### src/rtl/core/dps_pkg.sv
`default_nettype none

package dps_pkg;

  // Supported transaction lengths
  localparam logic [4:0] WR_LEN_MODE = 5'd1;
  localparam logic [4:0] WR_LEN_BOTH = 5'd2;
  localparam logic [4:0] RD_LEN_MODE = 5'd1;
  localparam logic [4:0] RD_LEN_PRES = 5'd4;
  localparam logic [4:0] RD_LEN_TEMP = 5'd6;
  localparam logic [4:0] RD_LEN_ID = 5'd14;
  localparam logic [4:0] RD_LEN_SER = 5'd18;
  localparam logic [4:0] RD_LEN_ALL = 5'd24;

  // Request type codes
  localparam logic REQ_READ = 1'b0;
  localparam logic REQ_WRITE = 1'b1;

  // Byte positions in a full read
  localparam logic [4:0] IDX_MODE = 5'd0;
  localparam logic [4:0] IDX_PRES_HI = 5'd1;
  localparam logic [4:0] IDX_PRES_MID = 5'd2;
  localparam logic [4:0] IDX_PRES_LO = 5'd3;
  localparam logic [4:0] IDX_TEMP_INT = 5'd4;
  localparam logic [4:0] IDX_TEMP_FRAC = 5'd5;

  // Pressure scaling, all terms divided by 8 from the full-scale formula:
  //   code = floor((p * PCODE_MUL + offset(R)) / den(R))
  //   offset(R) = 16777215 * 49816 * R, den(R) = 99632 * R
  localparam logic [31:0] PCODE_MUL = 32'd3774873375;
  localparam logic [23:0] PCODE_MAX = 24'hFFFFFF;
  localparam int unsigned PCODE_W = 56;
  localparam int unsigned DEN_W = 26;
  localparam int unsigned QUOT_W = 24;

  // Range in tenths of inH2O, selected by mode[2:0]
  function automatic logic [9:0] range_tenths(input logic [2:0] sel);
    logic [9:0] r;
    case (sel)
      3'd0: r = 10'd236;
      3'd1: r = 10'd275;
      3'd2: r = 10'd315;
      3'd3: r = 10'd354;
      3'd4: r = 10'd394;
      3'd5: r = 10'd433;
      3'd6: r = 10'd472;
      3'd7: r = 10'd512;
      default: r = 10'd236;
    endcase
    return r;
  endfunction

  function automatic logic [54:0] range_offset(input logic [2:0] sel);
    logic [63:0] v;
    v = 64'd835773742440 * {54'd0, range_tenths(sel)};
    return v[54:0];
  endfunction

  function automatic logic [DEN_W-1:0] range_den(input logic [2:0] sel);
    logic [31:0] v;
    v = 32'd99632 * {22'd0, range_tenths(sel)};
    return v[DEN_W-1:0];
  endfunction

  // ID string, serial number and build string, bytes 6..23
  function automatic logic [7:0] tail_byte(input logic [4:0] idx);
    logic [7:0] b;
    case (idx)
      5'd6: b = 8'h56;
      5'd7: b = 8'h4E;
      5'd8: b = 8'h31;
      5'd9: b = 8'h33;
      5'd10: b = 8'h31;
      5'd11: b = 8'h43;
      5'd12: b = 8'h4D;
      5'd13: b = 8'h00;
      5'd14: b = 8'hDE;
      5'd15: b = 8'hAD;
      5'd16: b = 8'hBE;
      5'd17: b = 8'hE5;
      5'd18: b = 8'h41;
      5'd19: b = 8'h42;
      5'd20: b = 8'h43;
      5'd21: b = 8'h44;
      5'd22: b = 8'h45;
      5'd23: b = 8'h00;
      default: b = 8'h00;
    endcase
    return b;
  endfunction

endpackage

`default_nettype wire

### src/rtl/core/dps_if.sv
`default_nettype none

// Request channel
interface dps_req_if;
  logic valid;
  logic ready;
  logic req_type;
  logic [4:0] access_len;
  logic [7:0] write_mode;
  logic [7:0] write_rate;
  logic signed [23:0] pressure_in;
  logic signed [15:0] temperature_in;

  modport source (
    output valid, req_type, access_len, write_mode, write_rate, pressure_in, temperature_in,
    input ready
  );
  modport sink (
    input valid, req_type, access_len, write_mode, write_rate, pressure_in, temperature_in,
    output ready
  );
endinterface

// Response channel, one transaction per byte
interface dps_rsp_if;
  logic valid;
  logic ready;
  logic [7:0] data_byte;
  logic last;
  logic bad_length;

  modport source (
    output valid, data_byte, last, bad_length,
    input ready
  );
  modport sink (
    input valid, data_byte, last, bad_length,
    output ready
  );
endinterface

`default_nettype wire

### src/rtl/core/dps_pcode.sv
`default_nettype none

// Pressure code unit: one multiply, one add, a clamp check, then a restoring
// divider giving one quotient bit per cycle via a shared compare/subtract.
module dps_pcode (
  input  wire logic clk,
  input  wire logic rst,
  input  wire logic start,
  input  wire logic signed [23:0] pressure,
  input  wire logic [2:0] range_sel,
  output logic done,
  output logic [23:0] code
);

  typedef enum logic [4:0] {
    P_IDLE = 5'b00001,
    P_ADD  = 5'b00010,
    P_CHK  = 5'b00100,
    P_DIV  = 5'b01000,
    P_DONE = 5'b10000
  } pstate_t;

  pstate_t state, state_next;

  logic signed [dps_pkg::PCODE_W-1:0] prod;
  logic signed [dps_pkg::PCODE_W-1:0] num;
  logic [dps_pkg::DEN_W-1:0] den;
  logic [dps_pkg::DEN_W-1:0] rem;
  logic [dps_pkg::QUOT_W-1:0] qsh;
  logic [4:0] cnt;

  // Shared trial subtract
  logic [dps_pkg::DEN_W:0] trial;
  logic [dps_pkg::DEN_W:0] diff;
  logic fits;

  assign trial = {rem, qsh[dps_pkg::QUOT_W-1]};
  assign diff = trial - {1'b0, den};
  assign fits = trial >= {1'b0, den};

  assign done = (state == P_DONE);
  assign code = qsh;

  // Sequencer
  always_comb begin
    state_next = state;
    case (state)
      P_IDLE: if (start) state_next = P_ADD;
      P_ADD: state_next = P_CHK;
      P_CHK: begin
        if (num[dps_pkg::PCODE_W-1] || ({1'b0, num[54:24]} >= {6'd0, den})) begin
          state_next = P_DONE;
        end else begin
          state_next = P_DIV;
        end
      end
      P_DIV: if (cnt == 5'(dps_pkg::QUOT_W - 1)) state_next = P_DONE;
      P_DONE: state_next = P_IDLE;
      default: state_next = P_IDLE;
    endcase
  end

  always_ff @(posedge clk) begin
    if (rst) begin
      state <= P_IDLE;
    end else begin
      state <= state_next;
    end
  end

  // Datapath
  always_ff @(posedge clk) begin
    case (state)
      P_IDLE: begin
        if (start) begin
          prod <= dps_pkg::PCODE_W'(pressure) *
                  dps_pkg::PCODE_W'($signed({1'b0, dps_pkg::PCODE_MUL}));
          den <= dps_pkg::range_den(range_sel);
          num <= $signed({1'b0, dps_pkg::range_offset(range_sel)});
        end
      end
      P_ADD: num <= prod + num;
      P_CHK: begin
        cnt <= 5'd0;
        if (num[dps_pkg::PCODE_W-1]) begin
          qsh <= '0;
        end else if ({1'b0, num[54:24]} >= {6'd0, den}) begin
          qsh <= dps_pkg::PCODE_MAX;
        end else begin
          rem <= num[49:24];
          qsh <= num[23:0];
        end
      end
      P_DIV: begin
        cnt <= cnt + 5'd1;
        rem <= fits ? diff[dps_pkg::DEN_W-1:0] : trial[dps_pkg::DEN_W-1:0];
        qsh <= {qsh[dps_pkg::QUOT_W-2:0], fits};
      end
      default: ;
    endcase
  end

endmodule

`default_nettype wire

### src/rtl/core/differential_pressure_sensor_regs.sv
// Read of N supported bytes: the first byte follows the multiply, add, range
// check and 24-step divider, then one byte per cycle while the receiver is
// ready; the divider is skipped when the code saturates.
// An unsupported length gives one error byte.
// Synchronous active-high reset clears mode, rate and the staged values.
`default_nettype none

module differential_pressure_sensor_regs (
  input  wire logic clk,
  input  wire logic rst,
  dps_req_if.sink   req,
  dps_rsp_if.source rsp
);

  typedef enum logic [3:0] {
    S_IDLE = 4'b0001,
    S_ERR  = 4'b0010,
    S_CALC = 4'b0100,
    S_EMIT = 4'b1000
  } state_t;

  state_t state;

  logic [7:0] mode;
  logic [7:0] rate_control;
  logic [7:0] staged_mode;
  logic [7:0] staged_rate;
  logic staged_pending;

  logic [4:0] len;
  logic [4:0] idx;
  logic signed [15:0] temp;

  logic ovalid;
  logic [7:0] odata;
  logic olast;
  logic obad;

  logic accept;
  logic wr_ok;
  logic rd_ok;
  logic free;
  logic load;
  logic start;
  logic done;
  logic [23:0] code;

  assign accept = req.valid && req.ready;
  assign req.ready = (state == S_IDLE);
  assign free = !ovalid || rsp.ready;
  assign load = free && ((state == S_ERR) || (state == S_EMIT));

  assign wr_ok = (req.access_len == dps_pkg::WR_LEN_MODE) ||
                 (req.access_len == dps_pkg::WR_LEN_BOTH);
  assign rd_ok = (req.access_len == dps_pkg::RD_LEN_MODE) ||
                 (req.access_len == dps_pkg::RD_LEN_PRES) ||
                 (req.access_len == dps_pkg::RD_LEN_TEMP) ||
                 (req.access_len == dps_pkg::RD_LEN_ID) ||
                 (req.access_len == dps_pkg::RD_LEN_SER) ||
                 (req.access_len == dps_pkg::RD_LEN_ALL);
  assign start = accept && (req.req_type == dps_pkg::REQ_READ) && rd_ok;

  assign rsp.valid = ovalid;
  assign rsp.data_byte = odata;
  assign rsp.last = olast;
  assign rsp.bad_length = obad;

  dps_pcode u_pcode (
    .clk       (clk),
    .rst       (rst),
    .start     (start),
    .pressure  (req.pressure_in),
    .range_sel (mode[2:0]),
    .done      (done),
    .code      (code)
  );

  // Temperature: integer part toward zero, fraction of the magnitude
  logic [16:0] tmag;
  logic [8:0] tint;
  logic [7:0] tint_byte;

  assign tmag = temp[15] ? (17'd0 - {temp[15], temp}) : {1'b0, temp};
  assign tint = tmag[16:8];
  assign tint_byte = temp[15] ? (8'd0 - tint[7:0]) : tint[7:0];

  // Response byte for the current index
  logic [7:0] cur_byte;
  logic cur_last;

  always_comb begin
    case (idx)
      dps_pkg::IDX_MODE: cur_byte = mode;
      dps_pkg::IDX_PRES_HI: cur_byte = code[23:16];
      dps_pkg::IDX_PRES_MID: cur_byte = code[15:8];
      dps_pkg::IDX_PRES_LO: cur_byte = code[7:0];
      dps_pkg::IDX_TEMP_INT: cur_byte = tint_byte;
      dps_pkg::IDX_TEMP_FRAC: cur_byte = tmag[7:0];
      default: cur_byte = dps_pkg::tail_byte(idx);
    endcase
  end

  assign cur_last = (5'(idx + 5'd1) == len);

  // Output valid: set when a byte is loaded, cleared once taken
  always_ff @(posedge clk) begin
    if (rst) begin
      ovalid <= 1'b0;
    end else if (load) begin
      ovalid <= 1'b1;
    end else if (rsp.ready) begin
      ovalid <= 1'b0;
    end
  end

  // Transaction sequencer and staging
  always_ff @(posedge clk) begin
    if (rst) begin
      state <= S_IDLE;
      mode <= '0;
      rate_control <= '0;
      staged_mode <= '0;
      staged_rate <= '0;
      staged_pending <= 1'b0;
    end else begin
      case (state)
        S_IDLE: begin
          if (accept) begin
            if (req.req_type == dps_pkg::REQ_WRITE) begin
              if (wr_ok) begin
                staged_mode <= req.write_mode;
                if (req.access_len == dps_pkg::WR_LEN_BOTH) staged_rate <= req.write_rate;
                staged_pending <= 1'b1;
              end else begin
                state <= S_ERR;
              end
            end else if (rd_ok) begin
              state <= S_CALC;
            end else begin
              state <= S_ERR;
            end
          end
        end
        S_ERR: begin
          if (free) begin
            state <= S_IDLE;
          end
        end
        S_CALC: if (done) state <= S_EMIT;
        S_EMIT: begin
          if (free) begin
            if (cur_last) begin
              state <= S_IDLE;
              if (staged_pending) begin
                mode <= staged_mode;
                rate_control <= staged_rate;
                staged_pending <= 1'b0;
              end
            end
          end
        end
        default: state <= S_IDLE;
      endcase
    end
  end

  // Payload registers
  always_ff @(posedge clk) begin
    case (state)
      S_IDLE: begin
        if (start) begin
          len <= req.access_len;
          temp <= req.temperature_in;
        end
        idx <= dps_pkg::IDX_MODE;
      end
      S_ERR: begin
        if (free) begin
          odata <= 8'd0;
          olast <= 1'b1;
          obad <= 1'b1;
        end
      end
      S_EMIT: begin
        if (free) begin
          odata <= cur_byte;
          olast <= cur_last;
          obad <= 1'b0;
          idx <= idx + 5'd1;
        end
      end
      default: ;
    endcase
  end

endmodule

`default_nettype wire

### src/flat_wrapper.sv
// flat-port wrapper written by rule: the top's interface ports become plain ports
module differential_pressure_sensor_regs_flat 
  (clk, rst, req_valid, req_req_type, req_access_len, req_write_mode, req_write_rate, req_pressure_in, req_temperature_in, req_ready, rsp_valid, rsp_data_byte, rsp_last, rsp_bad_length, rsp_ready);
  dps_req_if req_i ();
  dps_rsp_if rsp_i ();
  input  wire logic clk;
  input  wire logic rst;
  input wire logic [$bits(req_i.valid)-1:0] req_valid;
  input wire logic [$bits(req_i.req_type)-1:0] req_req_type;
  input wire logic [$bits(req_i.access_len)-1:0] req_access_len;
  input wire logic [$bits(req_i.write_mode)-1:0] req_write_mode;
  input wire logic [$bits(req_i.write_rate)-1:0] req_write_rate;
  input wire logic [$bits(req_i.pressure_in)-1:0] req_pressure_in;
  input wire logic [$bits(req_i.temperature_in)-1:0] req_temperature_in;
  output wire logic [$bits(req_i.ready)-1:0] req_ready;
  output wire logic [$bits(rsp_i.valid)-1:0] rsp_valid;
  output wire logic [$bits(rsp_i.data_byte)-1:0] rsp_data_byte;
  output wire logic [$bits(rsp_i.last)-1:0] rsp_last;
  output wire logic [$bits(rsp_i.bad_length)-1:0] rsp_bad_length;
  input wire logic [$bits(rsp_i.ready)-1:0] rsp_ready;
  assign req_i.valid = req_valid;
  assign req_i.req_type = req_req_type;
  assign req_i.access_len = req_access_len;
  assign req_i.write_mode = req_write_mode;
  assign req_i.write_rate = req_write_rate;
  assign req_i.pressure_in = req_pressure_in;
  assign req_i.temperature_in = req_temperature_in;
  assign req_ready = req_i.ready;
  assign rsp_valid = rsp_i.valid;
  assign rsp_data_byte = rsp_i.data_byte;
  assign rsp_last = rsp_i.last;
  assign rsp_bad_length = rsp_i.bad_length;
  assign rsp_i.ready = rsp_ready;
  differential_pressure_sensor_regs u_core (.clk(clk), .rst(rst), .req(req_i), .rsp(rsp_i));
endmodule
### config.mk
export PLATFORM = sky130hd
export DESIGN_NAME = differential_pressure_sensor_regs_flat
export DESIGN_NICKNAME = d
export VERILOG_FILES = /design/src/rtl/core/dps_pkg.sv /design/src/rtl/core/dps_if.sv /design/src/rtl/core/dps_pcode.sv /design/src/rtl/core/differential_pressure_sensor_regs.sv /design/src/flat_wrapper.sv
export SDC_FILE = /design/constraint.sdc
export NUM_CORES = 2
export LEC_CHECK = 0
export ABC_AREA = 1
export BUFFER_PORTS_ARGS = -buffer_cell sky130_fd_sc_hd__buf_2
export CORE_MARGIN = 2
export CORE_UTILIZATION = 65
export DETAILED_ROUTE_END_ITERATION = 7
export GPL_TIMING_DRIVEN = 0
export HOLD_SLACK_MARGIN = 0.02
export PLACE_DENSITY = 0.85
export SLEW_MARGIN = 20
export SYNTH_ARGS = -nofsm -noshare
export SYNTH_HDL_FRONTEND = slang
export SYNTH_SLANG_ARGS = --single-unit
### constraint.sdc
create_clock -name clk -period 7.3 [get_ports clk]
set_input_delay 0.73 -clock clk [delete_from_list [all_inputs] [get_ports clk]]
set_output_delay 0.73 -clock clk [all_outputs]
set_load 0.03 [all_outputs]
Word level (Yosys, flattened, before mapping)
Memory sizes are Yosys's and may differ from the RTL's. A register that Yosys moved wholly into a read port is not among the register bits.
Index checks and enable logic that the tools add are counted.
- order comparisons: 2
- reductions and logical operators: 31
- multiply operators: 3
- equal/unequal tests: 35
- bitwise operators: 1
- mux-type cells: 53
- $add $sub $neg: 6
- operators by type and width (kind ; number):
    one-hot mux 56 bit (2 select lines) ; 1
    two-way mux 26 bit ; 3
    adder 56 bit ; 1
    multiplier 24 x 33 -> 56 bit (second input constant) ; 1
    two-way mux 56 bit ; 1
    one-hot mux 26 bit (2 select lines) ; 1
    two-way mux 24 bit ; 2
    one-hot mux 24 bit (2 select lines) ; 1
    one-hot mux 8 bit (6 select lines) ; 1
    multiplier 37 x 10 -> 47 bit (first input constant) ; 1
    two-way mux 10 bit ; 4
    >= comparator 31 x 26 -> 1 bit ; 1
    two-way mux 4 bit ; 7
    >= comparator 27 x 26 -> 1 bit ; 1
    subtractor 26 bit ; 1
    == test 5 x 3 -> 1 bit (second input constant) ; 5
    two-way mux 5 bit ; 5
    two-way mux 8 bit ; 3
    multiplier 13 x 10 -> 22 bit (first input constant) ; 1
    == test 5 x 2 -> 1 bit (second input constant) ; 4
    == test 5 bit (second input constant) ; 4
    one-hot mux 5 bit (2 select lines) ; 2
    one-hot mux 5 bit (4 select lines) ; 1
    two-way mux 16 bit ; 1
    other kinds (28) ; 78
- memories kept: 3
- register bits after elaboration: 252
- input bits: 66
- ROM bits: 416
- logic and storage cells: 152
- output and inout port bits: 12
- memory list (name ; words ; width ; rd ports ; clocked after Yosys merged registers in ; write ports ; RTL line ; text):
    (no name shown) ; 32 ; 8 ; 1 ; 1 ; 0 ; dps_pkg.sv:68 ; case (idx)
    (no name shown) ; 8 ; 10 ; 1 ; 1 ; 0 ; dps_pkg.sv:39 ; case (sel)
    (no name shown) ; 8 ; 10 ; 1 ; 1 ; 0 ; dps_pkg.sv:39 ;

Depth between registers and ports, before layout
- word-level depth: 12
- mapped depth: 27

Modules after synthesis
A second synthesis with hierarchy kept.
- cells, all modules: 4749
- area, all modules: 37636.1 µm²
- modules (own cells, without submodules) (module ; cells an instance ; instances ; sequential area each (µm²) ; area each (µm²)):
    dps_pcode ; 4240 ; 1 ; 5775.5 ; 33656.0
    differential_pressure_sensor_regs ; 509 ; 1 ; 1681.6 ; 3980.1

Least setup slack after synthesis
OpenSTA, ideal clock, no wires.
- path type: input to register
- start: in req_pressure_in[6]
- end: reg u_core.u_pcode.prod[49] (netlist name) (data pin)
- cell stages on the path: 23
- setup time: 0.253 ns
- path slack: 0.666 ns
- arrival time: 6.381 ns
- data required time: 7.047 ns
- path through: fa_1 inv_1 fa_1 inv_1 fa_1 inv_1 fa_1 inv_1 fa_1 fa_1 inv_1 fa_1 inv_1 ha_1 nand2_1 nor2_1 inv_2 nor2_1 nand3_1 nand3b_1 or2_1 nand4_1 nand2_1
- longest elaborated chain between the ends: 1
- RTL lines (item ; RTL line ; text):
    start: declaration ; flat_wrapper.sv:13 ; input wire logic [$bits(req_i.pressure_in)-1:0] req_pressure_in;
    multiplier 24 x 33 -> 56 bit ; dps_pcode.sv:76 ; prod <= dps_pkg::PCODE_W'(pressure) *
    end signal: assignment ; dps_pcode.sv:76 ;
    end: declaration ; dps_pcode.sv:25 ; logic signed [dps_pkg::PCODE_W-1:0] prod;
Every way passes these cells.
A chain may end at the register's enable or synchronous reset.

Final worst setup path
- start: in req_pressure_in[9]
- end: reg u_core.u_pcode.prod[47] (netlist name) (data pin)
The elaborated chain is that of the path after synthesis.

==> results.txt <==
The flow ran to the end, but the final reports show violations. The checks that failed: DRC. The area growth from synthesis to layout is 6.435%. The run gives 7400 ps as the data arrival at the endpoint of the critical path. The synthesized netlist devotes 37.80% of its cell area to adder and majority cells. The filler cell count in the final layout came out at 4669. The final layout contains 5788 nets.

In this run, synthesis produced a sequential element count of 270. The post-synthesis share of cell area spent on xor and xnor gates is 2.486%, and the final standard cell area without fillers is 40400 um2. Counting the buffers created by CTS gives 31.

Along the worst path, the maximum fanout reaches 6. The tools report the half-perimeter wire length after detailed placement as 111.7 mm. The setup check on the worst reg-to-reg path leaves a slack of 460 ps.

In the final routed layout, each cell accounts on average for 23.11 um. The synthesized design contains 225 enable-type register cells. The multi-input combinational cells in the finished layout cover a total of 26570 um2. The average cell area after synthesis is 8.065 um2, and the required time at the endpoint of the critical path is 7640 ps. For the die outline area, the log shows 60340 um2.

By instance count, the cell type seen most on the critical path is inv_1. Max-cap violations in this run came to 0. The tools report the startpoint type of the worst setup path as an input pin. The delay contributed by the slowest stage of the critical path is 770 ps.

In this run the most critical hold path is launched from req_temperature_in[12]. The tools report the max-slew headroom at the worst pin as 20.20%. The number of antenna violations at the first check in global routing came out at 2.

The logs give 8 for the number of iterations in the first detailed-routing pass and 1.155 for the final estimated routing congestion in global placement. In this run, post-CTS repair resized a total of 0 instances. After routing, the total negative slack on setup checks comes to 0 ps. The count of vias placed by the detailed router was 34034; the number of distinct library cell variants in the gate-level netlist after synthesis was 64. Fraction of the mapped netlist area in compound gates: 11.47%. After technology mapping, the gate count stands at 4706. For the worst flop-to-flop path, the logic depth is 15.

The mapped netlist covers 37960 um2. Transition time at the pin with the least slew margin: 1185 ps. In the routed layout, each cell is associated on average with a via count of 6.076.

The share of cell area taken by muxes after synthesis is 0%. The die extent in y came out at 245.6 um. For the initial core utilization, the log shows 65.79%. For the finished layout, the period the worst path requires is 7064 ps. The largest individual stage delay along the critical path comes from the cell fa_2. Pin count of the biggest net entering global routing: 38. The worst register-to-register path ends at u_core.u_pcode.num[20]. Among all flip-flop cells after synthesis, the most frequent one is edfxtp_1. The number of setup buffers added after CTS was 0; the footprint of the flip-flops and latches was 7659 um2. The number of global-route vias before repair was 33672.

The run gives 0 as the final max-slew violation count. Cells fill 70.02% of the core in the end. Summing all placed instances gives a cell area of 39360 um2.

The number of buffers and inverters on the critical path is 8. The detailed router finished its first iteration with 3839 violations. The final hold violation count is 0, and the net count after synthesis is 5683. The path with the worst hold slack has its endpoint at u_core.temp[12]. STA classifies the critical path endpoint as a flip-flop.

The number of instances on the worst hold path came out at 1. The run gives 270 as the number of sinks driven by the clock tree. By area, the combinational part of the netlist is dominated by adder cells. TritonCTS built the clock tree. The register clock-pin slew on the reported worst setup and hold paths is 60 ps, and the post-place setup slack is -506.7 ps. Setup violations remaining at the end of the flow were counted as 0. The core region is 57700 um2. The signal on the critical path passes through buf_2 -> fa_2 -> inv_1 -> fa_1 -> inv_1 -> fa_1 -> inv_1 -> fa_1 -> inv_1 -> fa_1 -> fa_1 -> inv_1 -> fa_1 -> inv_1 -> ha_1 -> nand2_1 -> nor2_1 -> inv_1 -> nor2_1 -> and2_1 -> nand3b_1 -> nand3_1 -> a21oi_1 -> xnor2_1. The fraction of the cycle the final worst path needs was 96.77%; the share of synthesized registers carrying an async set or reset was 0%.

The repair_antennas step left the layout with diodes totalling 0. The residual overflow from global routing came out at 0. In this run the count of I/O pins placed on the die edge is 78. For the worst-skew pair, the clock arrives at the later sink with an insertion delay of 610 ps. In this run the remaining antenna-violating nets after routing total 0. After detailed routing, the number of remaining DRC violations is 3. In this run the clock root is driven by a clkbuf_16. Total of hold buffers inserted after clock tree synthesis: 0.

Across the routed clock network, the largest skew measured is 19.48 ps. Of the total synthesized cell area, the portion taken by AND, OR, NAND and NOR gates is 18.06%. The longest clock path from root to sink contains 3 buffers. Maximum level of the CTS H-tree: 1. The number of rows created at floorplan was 88; the share of synthesized area occupied by flip-flops and latches was 20.17%.

The kind of critical path is in -> reg. Global routing used 43.65% of the available tracks across all layers. Cells with a size suffix above 1 make up 4.756% of the layout.

In this run the tool buffered the top-level ports with 68 buffer cells. Setup slack closes at 235.6 ps. The critical path's top delay family is adder cells. The Yosys step of the flow raised 0 warnings. The first global-routing pass estimated 196.8 mm of wire.

Timing would allow up to 0.1416 GHz. Summed over all layers, the routed wires come to 129.4 mm. The horizontal extent of the die works out to 245.6 um.

The min-delay analysis places its worst path in the category in -> reg.
-- Yosys cell counts, types with 3 or more instances --
library cell	n	share of area, %
a211oi_1	4	0.079
a21boi_0	7	0.14
a21boi_1	4	0.079
a21o_1	22	0.44
a21oi_1	317	4.2
a21oi_2	4	0.092
a31oi_1	29	0.48
and2_1	4	0.066
and3_1	7	0.12
buf_2	17	0.22
clkbuf_1	22	0.22
clkinv_1	3	0.030
dfxtp_1	45	2.4
edfxtp_1	225	18
fa_1	393	21
ha_1	518	17
inv_1	936	9.3
inv_2	24	0.24
nand2_1	801	7.9
nand2_2	5	0.082
nand3_1	210	2.8
nand3_2	3	0.079
nand3b_1	12	0.24
nand4_1	46	0.76
nor2_1	444	4.4
nor2_2	6	0.099
nor3_1	43	0.57
nor3_2	3	0.079
nor4_1	17	0.28
o211ai_1	17	0.34
o21a_1	7	0.14
o21ai_0	249	3.3
o21ai_1	62	0.82
o21ai_2	8	0.18
o21bai_1	29	0.57
o22ai_1	14	0.23
o31ai_1	5	0.099
or2_1	5	0.082
or2_2	7	0.12
xnor2_1	33	0.76
xor2_1	71	1.6
-- flip-flops by register name, indices dropped and copies added (netlist names), named ones only --
signal / flops
u_core.u_pcode.num: 56
u_core.u_pcode.prod: 56
u_core.u_pcode.rem: 26
u_core.u_pcode.code: 24
u_core.u_pcode.den: 22
u_core.temp: 16
u_core.mode: 8
u_core.rsp.data_byte: 8
u_core.staged_mode: 8
u_core.idx: 5
u_core.len: 5
u_core.u_pcode.cnt: 5
u_core.u_pcode.state: 5
u_core.state: 4
u_core.rsp.bad_length: 1
u_core.rsp.last: 1
u_core.rsp.valid: 1
u_core.staged_pending: 1
-- through the flow --
stage	hold WS [ps]	cells
floorplan	423.5	4706
global placement	433.0	5539
detailed placement	439.2	5543
CTS	287.1	5601
global route	293.9	5601
finish	297.4	5601
-- cell families after synthesis --
family,after synthesis
AND/OR/NAND/NOR,1624
AO/OA/AOI/OAI,791
XOR/XNOR,106
buffers and inverters,1004
adder cells (fa/ha/maj),911
flip-flops,270
-- layout make-up --
cell class / instances / share of cell area (%)
sequential: 270 / 18.96
multi-input combinational: 3432 / 65.76
clock buffer: 36 / 1.992
tap: 765 / 2.369
clock inverter: 22 / 0.4801
timing repair buffer: 72 / 1.041
inverter: 963 / 8.948
buffer: 41 / 0.4522
-- routing by layer --
metal	up-vias	part of all wire, %	wire length (um)	global-route usage (%)
met5	-	0.11	141	1.062
met4	6	2.8	3628	10.48
met3	267	16	20810	20.21
met2	2037	40	52120	61.40
met1	16250	41	52750	60.85
li1	15474	-	-	-
-- placed cells by master (no fill, tap or decap), types with 62 or more instances in the layout --
cell type  count
o21ai_0      249
xor2_1        70
nand2_1      799
buf_2         85
inv_1        936
o21ai_1       62
fa_1         386
edfxtp_1     225
nand3_1      210
nor2_1       442
ha_1         518
a21oi_1      315
-- worst max-delay path by stage --
stage                  startpoint                       to  slack (ps)  cells past startpoint
6_report       req_pressure_in[9]  u_core.u_pcode.prod[47]         240                     24
2_1_floorplan  req_pressure_in[6]  u_core.u_pcode.prod[49]         670                     23
3_3_place_gp    req_access_len[3]   u_core.u_pcode.num[50]       -1750                     10
3_5_place_dp   req_pressure_in[6]  u_core.u_pcode.prod[42]        -510                     24
4_1_cts        req_pressure_in[6]  u_core.u_pcode.prod[42]         100                     24
5_1_grt        req_pressure_in[0]  u_core.u_pcode.prod[42]          -8                     24
Power is left out: the tool's default activity adds up to more than one toggle a clock period on the data nets, which glitch-free logic cannot reach.
